<file path="config.mk">
export PLATFORM = sky130hd
export DESIGN_NAME = pfa_ctrl
export DESIGN_NICKNAME = d
export VERILOG_FILES = /design/src/rtl/page_frame_allocator_refcount_top_assert.svh /design/src/rtl/pfa_pkg.sv /design/src/rtl/pfa_ctrl.sv
export SDC_FILE = /design/constraint.sdc
export NUM_CORES = 1
export LEC_CHECK = 0
export BUFFER_PORTS_ARGS = -buffer_cell sky130_fd_sc_hd__buf_2
export CORE_AREA = 2 2 39 41
export DETAILED_ROUTE_END_ITERATION = 12
export DIE_AREA = 0 0 41 43
export PLACE_DENSITY = 0.45
export SKIP_CTS_REPAIR_TIMING = 1
export SYNTH_ARGS = -nofsm -noshare
export SYNTH_HDL_FRONTEND = slang
export SYNTH_SLANG_ARGS = --single-unit
</file>
<file path="constraint.sdc">
create_clock -name clk -period 2.3 [get_ports clk]
set_input_delay 0.23 -clock clk [delete_from_list [all_inputs] [get_ports clk]]
set_output_delay 0.23 -clock clk [all_outputs]
set_load 0.02 [all_outputs]
</file>
<file path="src/rtl/page_frame_allocator_refcount_top_assert.svh">
// ---------------------------------------------------------------------------
// Page frame allocator assertion macros
// Clocked on clk, disabled while rst_n is low.
// ---------------------------------------------------------------------------
`ifndef PAGE_FRAME_ALLOCATOR_REFCOUNT_TOP_ASSERT_SVH
`define PAGE_FRAME_ALLOCATOR_REFCOUNT_TOP_ASSERT_SVH

// Consequent must hold in the same cycle as the antecedent
`define PFA_ASSERT_NOW(label, ante, cons) \
  label: assert property (@(posedge clk) disable iff (!rst_n) (ante) |-> (cons)) \
    else $error("page frame allocator: same-cycle check failed");

// Consequent must hold in the cycle after the antecedent
`define PFA_ASSERT_NEXT(label, ante, cons) \
  label: assert property (@(posedge clk) disable iff (!rst_n) (ante) |=> (cons)) \
    else $error("page frame allocator: next-cycle check failed");

`endif

</file>
<file path="src/rtl/pfa_pkg.sv">
// ---------------------------------------------------------------------------
// Page frame allocator package
// Sizes, operation and status codes, and controller/datapath structs.
// ---------------------------------------------------------------------------
`default_nettype none

package pfa_pkg;

  localparam int PAGE_COUNT     = 32768;
  localparam int PAGE_BITS      = 15;
  localparam int DEPTH_BITS     = PAGE_BITS + 1;
  localparam int COUNT_BITS     = 16;
  localparam int MODE_BITS      = 3;
  localparam int STATUS_BITS    = 3;
  localparam int FIRST_BITS     = 15;
  localparam int LIMIT_BITS     = 16;
  localparam int CFG_INDEX_BITS = 1;
  localparam int CFG_DATA_BITS  = 16;

  localparam logic [COUNT_BITS-1:0] COUNT_MAX   = {COUNT_BITS{1'b1}};
  localparam logic [DEPTH_BITS-1:0] DEPTH_FULL  = DEPTH_BITS'(PAGE_COUNT);
  localparam logic [LIMIT_BITS-1:0] LIMIT_RESET = LIMIT_BITS'(PAGE_COUNT);
  localparam logic [LIMIT_BITS-1:0] LIMIT_CLAMP = LIMIT_BITS'(PAGE_COUNT);

  localparam logic [CFG_INDEX_BITS-1:0] CFG_FIRST = 1'd0;
  localparam logic [CFG_INDEX_BITS-1:0] CFG_LIMIT = 1'd1;

  localparam logic [MODE_BITS-1:0] MODE_INIT  = 3'd0;
  localparam logic [MODE_BITS-1:0] MODE_ALLOC = 3'd1;
  localparam logic [MODE_BITS-1:0] MODE_FREE  = 3'd2;
  localparam logic [MODE_BITS-1:0] MODE_SHARE = 3'd3;
  localparam logic [MODE_BITS-1:0] MODE_QUERY = 3'd4;

  localparam logic [STATUS_BITS-1:0] ST_OK    = 3'd0;
  localparam logic [STATUS_BITS-1:0] ST_EMPTY = 3'd1;
  localparam logic [STATUS_BITS-1:0] ST_RANGE = 3'd2;
  localparam logic [STATUS_BITS-1:0] ST_ZERO  = 3'd3;
  localparam logic [STATUS_BITS-1:0] ST_SAT   = 3'd4;

  typedef struct packed {
    logic capture;     // latch the request and issue memory reads
    logic sweep_en;    // clear one count entry per cycle
    logic sweep_init;  // also fill the free stack during the sweep
    logic commit;      // apply writes and load the result
  } pfa_cmd_t;

  typedef struct packed {
    logic init_req;    // incoming request is an initialize
    logic sweep_last;  // sweep is at the final entry
  } pfa_stat_t;

endpackage

`default_nettype wire

</file>
<file path="src/rtl/pfa_ctrl.sv">
// ---------------------------------------------------------------------------
// Page frame allocator controller
// Sequences reset clearing, initialize sweeps and fetch-then-update operations.
// ---------------------------------------------------------------------------
`default_nettype none

module pfa_ctrl (
  input  wire logic               clk,
  input  wire logic               rst_n,
  input  wire logic               in_valid,
  output logic                    in_ready,
  output logic                    out_valid,
  input  wire logic               out_ready,
  input  wire pfa_pkg::pfa_stat_t stat,
  output pfa_pkg::pfa_cmd_t       cmd
);

  localparam logic [1:0] S_CLEAR = 2'd0;
  localparam logic [1:0] S_IDLE  = 2'd1;
  localparam logic [1:0] S_SWEEP = 2'd2;
  localparam logic [1:0] S_EXEC  = 2'd3;

  logic [1:0] state_r, state_nxt;
  logic       out_valid_r, out_valid_nxt;

  always_comb begin
    cmd       = '0;
    in_ready  = 1'b0;
    state_nxt = state_r;
    unique case (state_r)
      S_CLEAR: begin
        cmd.sweep_en = 1'b1;
        if (stat.sweep_last) begin
          state_nxt = S_IDLE;
        end
      end
      S_IDLE: begin
        in_ready = 1'b1;
        if (in_valid) begin
          cmd.capture = 1'b1;
          state_nxt   = stat.init_req ? S_SWEEP : S_EXEC;
        end
      end
      S_SWEEP: begin
        cmd.sweep_en   = 1'b1;
        cmd.sweep_init = 1'b1;
        if (stat.sweep_last) begin
          state_nxt = S_EXEC;
        end
      end
      S_EXEC: begin
        // hold until the result register is free
        if (!out_valid_r || out_ready) begin
          cmd.commit = 1'b1;
          state_nxt  = S_IDLE;
        end
      end
      default: begin
        state_nxt = S_CLEAR;
      end
    endcase
  end

  assign out_valid_nxt = cmd.commit | (out_valid_r & ~out_ready);
  assign out_valid     = out_valid_r;

  always_ff @(posedge clk) begin
    if (!rst_n) begin
      state_r     <= S_CLEAR;
      out_valid_r <= 1'b0;
    end else begin
      state_r     <= state_nxt;
      out_valid_r <= out_valid_nxt;
    end
  end

endmodule

`default_nettype wire

</file>
==> impl_metrics.env, run 1 <==
export IMPL_timing_hold_violations_final=0
export IMPL_setup_viol=0
export IMPL_worst_reg2reg_endpoint="state_r[0]"
export IMPL_clock_tree_buffer_depth=2
export IMPL_worst_path_bufs_invs=1
export IMPL_floorplan_core_area_um2=1380
export IMPL_tritoncts_num_buffers=3
export IMPL_die_height_um=43
export IMPL_cts_htree_levels=1
export IMPL_worstHoldPathCells=2
export IMPL_yosys_register_bits=3
export IMPL_max_slew_worst_pin_slew_ns=0.479
export IMPL_worst_path_max_delay_cell="sky130_fd_sc_hd__a222oi_1"
export IMPL_ios=12
export IMPL_first_global_vias=193
export IMPL_numPortBuffers=11
export IMPL_worst_endpoint_arrival_ns=1.84
export IMPL_layout_worst_path_cycle_share_pct=73.1
export IMPL_average_vias_per_placed_instance=3.75
export IMPL_setup_worst_path_start_class="flop"
export IMPL_fin_total_pwr_uw=421
export IMPL_synthesis_area_um2=221
export IMPL_tritoncts="yes"
export IMPL_synth_nets=35
export IMPL_final_max_slew_viol_count=0
export IMPL_postSynthAreaPerCell_um2=8.86
export IMPL_postRouteWirelength_um=434
export IMPL_grt_start_max_net_pins=6
export IMPL_finalNonFillerCells=56
export IMPL_netSwitchingFraction_pct=41.3
export IMPL_power_density_nw_per_um2=1300
export IMPL_grt_overflow_total=0
export IMPL_finalCriticalPeriod_ns=1.68
export IMPL_synth_top_cells_by_area="sky130_fd_sc_hd__dfxtp_1, sky130_fd_sc_hd__ha_1, sky130_fd_sc_hd__mux2i_1"
export IMPL_synthToLayoutAreaGrowth_pct=45.8
export IMPL_vdd_drop_max_mv=0.210
export IMPL_worstHoldPathType="in2reg"
export IMPL_clkPwrFrac_pct=21.6
export IMPL_worst_hold_startpoint="rst_n"
export IMPL_numPlacedInstances=52
export IMPL_post_drt_wl_per_cell_um=7.75
export IMPL_slew_limit_headroom_pct=68.0
export IMPL_rrSetupSlack_ns=0.62
export IMPL_via_count=210
export IMPL_insertion_delay_ns=0.23
export IMPL_post_synth_top_area_cell="sky130_fd_sc_hd__dfxtp_1"
export IMPL_detail_route_drc_violations=0
export IMPL_clkTransAtPathRegs_ns=0.03
export IMPL_end_kind="flop"
export IMPL_rsz0062_at_grt="no"
export IMPL_highest_clock_frequency_the_design_can_meet_ghz=0.595
export IMPL_syn_inst=25
export IMPL_antenna_found_initial=0
export IMPL_finish_instance_area_um2=323
export IMPL_largest_driver_fanout_on_the_critical_path=4
export IMPL_initial_utilization_pct=16.0
export IMPL_placed_area_um2=297
export IMPL_dieWidth_um=41
export IMPL_drtIter0Drc=2
export IMPL_power_net_switching_uw=174
export IMPL_design_final_nets=51
export IMPL_leakagePower_nw=0.175
export IMPL_yosysWarningCount=0
export IMPL_depth_of_the_worst_register_to_register_path=5
export IMPL_detail_route_first_pass_iterations=4
export IMPL_share_comb_of_total_power_pct=57.1
export IMPL_final_fill_count=165
export IMPL_cpLargestDelayFamily="compound AO/OA/AOI/OAI gates"
export IMPL_cpPeakStageDelay_ns=0.44
export IMPL_fp_dieArea_um2=1760
export IMPL_crit_required_ns=2.46
export IMPL_intPower_uw=247
export IMPL_drv_cap=0
export IMPL_endpoint_worst_hold="out_valid"
export IMPL_groute_usage_overall_pct=5.61
export IMPL_worstPathCellList="inv_1 -> ha_1 -> or2_4 -> a222oi_1 -> mux2i_1"
export IMPL_gp_routability_congestion=0.636
export IMPL_synthDistinctLibCells=12
export IMPL_yosys_area_top_type_share_pct=27.1
export IMPL_fin_tns_setup_ns=0
export IMPL_tritoncts_num_sinks=3
export IMPL_num_antenna_cells=0
export IMPL_run_status="completed"
export IMPL_seqPwrFrac_pct=21.3
export IMPL_rows=14
export IMPL_wire_length_of_the_first_global_routing_pass_um=634
export IMPL_crit_type="reg2reg"
export IMPL_skew_ns=0.0000682
export IMPL_drt_antenna_violating_nets=0
export IMPL_register_area_share_after_synthesis_pct=27.1
export IMPL_cts_root_buf="sky130_fd_sc_hd__clkbuf_4"
export IMPL_regToRegStartpoint="state_r[0]"
export IMPL_detailedPlacementHpwl_um=362
export IMPL_layout_drive_gt1_share_pct=40.0
## layer usage
metal | GRT usage (%) | share of wire (%) | vias to the layer above
li1 | - | - | 111
met1 | 5.75 | 45 | 88
met2 | 7.19 | 41 | 11
met3 | 3.14 | 14 | 0
met4 | 6.00 | 0 | 0
met5 | 0 | 0 | -
## state kept, by name, indices dropped and copies added, names as in the netlist
name	cells
state_r	2
out_valid	1
## worst max-delay path by stage
stage	startpoint	to	slack, ns	cells past startpoint
after global placement	state_r[0]	state_r[0]	0.59	5
after global routing	state_r[0]	state_r[0]	0.49	5
after CTS	state_r[0]	state_r[0]	0.58	5
after floorplan	state_r[0]	state_r[0]	0.59	5
final	state_r[0]	state_r[0]	0.62	5
after detailed placement	state_r[0]	state_r[0]	0.59	5
## cell families after synthesis
| kind of cell | share of synthesized area, % |
|---|---|
| simple gates | 24.3 |
| buf+inv | 6.78 |
| fa+ha+maj | 22.6 |
| compound gates | 10.2 |
| flops | 27.1 |
| mux | 9.04 |
## stage by stage
stage / hold slack [ns] / util (%) / setup slack, ns
global route: 0.272 / 23.3 / 0.486
global placement: 0.503 / 21.4 / 0.587
finish: 0.273 / 23.3 / 0.620
CTS: 0.263 / 23.3 / 0.579
floorplan: 0.348 / - / 0.585
detailed placement: 0.507 / 21.4 / 0.589
## area by class of cell
class / instances / area, um2 / share of cell area (%)
clock buffers: 4 / 26.3 / 8.14
inverters: 4 / 15.0 / 4.65
multi-input cells: 18 / 146 / 45.3
flip-flops and latches: 3 / 60.1 / 18.6
well taps: 16 / 20.0 / 6.20
repair buffers: 11 / 55.1 / 17.1
## power by group through the flow
stage / Combinational (mW) / Clock (mW) / Sequential, mW
2_1_floorplan: 0.189 / 0 / 0.0887
3_3_place_gp: 0.246 / 0 / 0.0914
3_5_place_dp: 0.245 / 0 / 0.0914
4_1_cts: 0.246 / 0.0977 / 0.0905
5_1_grt: 0.270 / 0.103 / 0.0933
6_report: 0.240 / 0.0908 / 0.0897
## cells in the final DEF, fill, tap and decap left out, drive strengths merged
cell    netlist  routed
buf           0      11
inv           4       4
ha            4       4
clkbuf        0       4
nor2b         3       3
nand2         3       3
dfxtp         3       3
mux2i         2       2
or2           1       1
and2          1       1
a222oi        1       1
nand2b        1       1
o21ai         1       1
o21a          1       1
## cells in the mapped netlist
library cell               n
sky130_fd_sc_hd__inv_1     4
sky130_fd_sc_hd__and2_1    1
sky130_fd_sc_hd__nor2b_1   3
sky130_fd_sc_hd__mux2i_1   2
sky130_fd_sc_hd__nand2b_2  1
sky130_fd_sc_hd__a222oi_1  1
sky130_fd_sc_hd__o21ai_0   1
sky130_fd_sc_hd__dfxtp_1   3
sky130_fd_sc_hd__nand2_1   3
sky130_fd_sc_hd__or2_4     1
sky130_fd_sc_hd__o21a_1    1
sky130_fd_sc_hd__ha_1      4
No activity file was read; power rests on OpenSTA's default activity.
==> inputs of run 2 (changes only) <==
--- a/config.mk
+++ b/config.mk
@@ -5,11 +5,12 @@
 export SDC_FILE = /design/constraint.sdc
 export NUM_CORES = 1
 export LEC_CHECK = 0
+export ABC_AREA = 1
 export BUFFER_PORTS_ARGS = -buffer_cell sky130_fd_sc_hd__buf_2
 export CORE_AREA = 2 2 39 41
 export DETAILED_ROUTE_END_ITERATION = 12
 export DIE_AREA = 0 0 41 43
-export PLACE_DENSITY = 0.45
+export PLACE_DENSITY = 0.47
 export SKIP_CTS_REPAIR_TIMING = 1
 export SYNTH_ARGS = -nofsm -noshare
 export SYNTH_HDL_FRONTEND = slang
==> constraint.sdc (replaced) <==
create_clock -name clk -period 1.4 [get_ports clk]
set_input_delay 0.14 -clock clk [delete_from_list [all_inputs] [get_ports clk]]
set_output_delay 0.14 -clock clk [all_outputs]
set_load 0.02 [all_outputs]
==> run 2 against run 1 <==
First-iteration DRC count stayed put. Synthesized cell count up 36%. Core utilization up 0.90 points. Final cell count is 16% higher. Via count increased by 12%. Clock power up 64%. Combinational power increased by 49%. Count of clock-buffer cells in the layout unchanged. Wire length fell by 3.9%. Critical endpoint is now cmd[2]. Largest cell class unchanged.
==> impl_metrics.env, run 2 <==
export IMPL_run_status="completed"
export IMPL_finish_instance_area_um2=335
export IMPL_regToRegStartpoint="state_r[0]"
export IMPL_finalCriticalPeriod_ns=1.32
export IMPL_numPlacedInstances=61
export IMPL_clock_tree_buffer_depth=2
export IMPL_power_density_nw_per_um2=1930
export IMPL_grt_overflow_total=0
export IMPL_worst_path_max_delay_cell="sky130_fd_sc_hd__dfxtp_2"
export IMPL_fin_total_pwr_uw=648
export IMPL_layout_worst_path_cycle_share_pct=94.2
export IMPL_placement_setup_worst_slack_ns=0.206
export IMPL_rsz0062_at_grt="no"
export IMPL_crit_start="state_r[0]"
export IMPL_crit_required_ns=1.26
export IMPL_first_global_vias=194
export IMPL_synthDistinctLibCells=12
export IMPL_rrSetupSlack_ns=0.29
export IMPL_layout_core_utilization_pct=24.2
export IMPL_placed_area_um2=304
export IMPL_yosys_register_bits=3
export IMPL_synth_nets=44
export IMPL_largest_register_ff_count=2
export IMPL_drv_cap=0
export IMPL_drtIter0Drc=2
export IMPL_slew_limit_headroom_pct=91.2
export IMPL_gp_routability_congestion=0.744
export IMPL_synth_top_cells_by_area="sky130_fd_sc_hd__dfxtp_1, sky130_fd_sc_hd__ha_1, sky130_fd_sc_hd__nand2_1"
export IMPL_depth_of_the_worst_register_to_register_path=7
export IMPL_worstPathCellList="inv_1 -> ha_1 -> or2_1 -> buf_2"
export IMPL_insertion_delay_ns=0.23
export IMPL_crit_type="reg2out"
export IMPL_setup_viol=0
export IMPL_synthFlopType="sky130_fd_sc_hd__dfxtp_1"
export IMPL_via_count=236
export IMPL_clkTransAtPathRegs_ns=0.03
export IMPL_largest_driver_fanout_on_the_critical_path=3
export IMPL_post_synth_top_area_cell="sky130_fd_sc_hd__dfxtp_1"
export IMPL_tritoncts_num_sinks=3
export IMPL_cts_htree_levels=1
export IMPL_whs_ns=0.156
export IMPL_post_synth_most_frequent_cells="sky130_fd_sc_hd__nand2_1, sky130_fd_sc_hd__inv_1, sky130_fd_sc_hd__ha_1, sky130_fd_sc_hd__nor2_1, sky130_fd_sc_hd__dfxtp_1"
export IMPL_final_fill_count=167
export IMPL_path_depth=4
export IMPL_synthesis_area_um2=229
export IMPL_yosysMostFrequentCell="sky130_fd_sc_hd__nand2_1"
export IMPL_register_area_share_after_synthesis_pct=26.2
export IMPL_skew_ns=0.00115
export IMPL_antenna_found_initial=0
export IMPL_yosys_area_top_type_share_pct=26.2
export IMPL_worst_setup_path_endpoint="cmd[2]"
export IMPL_layout_drive_gt1_share_pct=38.8
export IMPL_dieWidth_um=41
export IMPL_layout_commonest_cell="sky130_fd_sc_hd__buf_2"
export IMPL_end_kind="output port"
export IMPL_yosysWarningCount=0
export IMPL_synthToLayoutAreaGrowth_pct=46.4
export IMPL_asyncSetResetFlopFracSynth_pct=0
export IMPL_die_height_um=43
export IMPL_worst_endpoint_arrival_ns=1.18
export IMPL_floorplan_core_area_um2=1380
export IMPL_timing_hold_violations_final=0
export IMPL_cts_root_buf="sky130_fd_sc_hd__clkbuf_4"
export IMPL_setup_worst_path_start_class="flop"
export IMPL_cpPeakStageDelay_ns=0.33
export IMPL_worst_path_bufs_invs=2
export IMPL_final_max_slew_viol_count=0
export IMPL_drt_antenna_violating_nets=0
export IMPL_finalNonFillerCells=65
export IMPL_fp_dieArea_um2=1760
export IMPL_numPortBuffers=11
export IMPL_timing_final_ws_setup_ns=0.0818
export IMPL_wire_length_of_the_first_global_routing_pass_um=648
export IMPL_post_drt_wl_per_cell_um=6.42
export IMPL_design_final_nets=60
export IMPL_detail_route_first_pass_iterations=2
export IMPL_highest_clock_frequency_the_design_can_meet_ghz=0.759
export IMPL_groute_usage_overall_pct=5.71
export IMPL_worst_reg2reg_endpoint="state_r[1]"
export IMPL_detail_route_drc_violations=0
export IMPL_vdd_drop_max_mv=0.445
export IMPL_initial_utilization_pct=16.5
export IMPL_leakagePower_nw=0.199
export IMPL_syn_inst=34
export IMPL_cpLargestDelayFamily="flip-flops"
export IMPL_final_cell_mix="sky130_fd_sc_hd__buf_2, sky130_fd_sc_hd__nand2_1, sky130_fd_sc_hd__inv_1, sky130_fd_sc_hd__nor2_1"
export IMPL_fin_tns_setup_ns=0
export IMPL_edff_count_synth=0
export IMPL_registers_top_by_ff_count="state_r"
export IMPL_postSynthAreaPerCell_um2=6.73
export IMPL_rows=14
export IMPL_grt_start_max_net_pins=5
export IMPL_detailedPlacementHpwl_um=359
export IMPL_tritoncts="yes"
export IMPL_average_vias_per_placed_instance=3.63
export IMPL_postRouteWirelength_um=417
export IMPL_worstHoldPathType="in2reg"
export IMPL_max_slew_worst_pin_slew_ns=0.130
export IMPL_num_antenna_cells=0
export IMPL_ios=12
export IMPL_tritoncts_num_buffers=3
-- run 2: cell types whose count changed in the layout (fill, tap and decap cells not counted), sizes merged --
cell	previous run	this run
nor2b	3	0
inv	4	8
mux2i	2	0
o21a	1	0
nand2b	1	0
a21boi	0	1
a222oi	1	0
nor2	0	4
a21oi	0	2
nand2	3	8
nand3	0	2
and2	1	0
-- run 2: cell type report --
class                   instances  area, um2  share of cell area, %
multi-input cells              23        141                   42.2
flip-flops and latches          3       62.6                   18.7
repair buffers                 11       55.1                   16.4
inverters                       8       30.0                   8.96
clock buffers                   4       26.3                   7.84
well taps                      16       20.0                   5.97
-- run 2: logic make-up (layout without fill, tap and decap cells) --
family                   after synthesis  after routing  share of synthesized area (%)
AO/OA/AOI/OAI                          4              4                           9.84
buffers and inverters                  8             23                           13.1
flip-flops                             3              3                           26.2
AND/OR/NAND/NOR                       15             15                           29.0
adder cells (fa/ha/maj)                4              4                           21.9
-- run 2: worst min-delay path, cell delays in order --
cell and delay (ns):
sky130_fd_sc_hd__buf_2 0.12, sky130_fd_sc_hd__nand2_1 0.06, sky130_fd_sc_hd__nor2_1 0.03
-- run 2: report_power, final --
group | switching, mW | internal (mW) | total (mW)
sequential | 0.0223 | 0.120 | 0.143
clock | 0.0420 | 0.107 | 0.149
combinational | 0.221 | 0.136 | 0.357
total | 0.285 | 0.363 | 0.648
-- run 2: layer usage --
layer / global-route usage, % / wire length [um] / vias to the layer above
met2: 8.13 / 189 / 9
met3: 4.71 / 34 / 0
met5: 0 / 0 / -
met4: 2.00 / 0 / 0
li1: - / - / 131
met1: 6.07 / 194 / 96
-- run 2: how the worst min path moves through the flow --
stage,to,startpoint,cells past startpoint,slack [ns]
2_1_floorplan,state_r[1],rst_n,2,0.26
3_3_place_gp,state_r[0],rst_n,3,0.40
3_5_place_dp,state_r[0],rst_n,3,0.40
4_1_cts,state_r[0],rst_n,3,0.15
5_1_grt,state_r[1],rst_n,3,0.15
6_report,state_r[0],rst_n,3,0.16
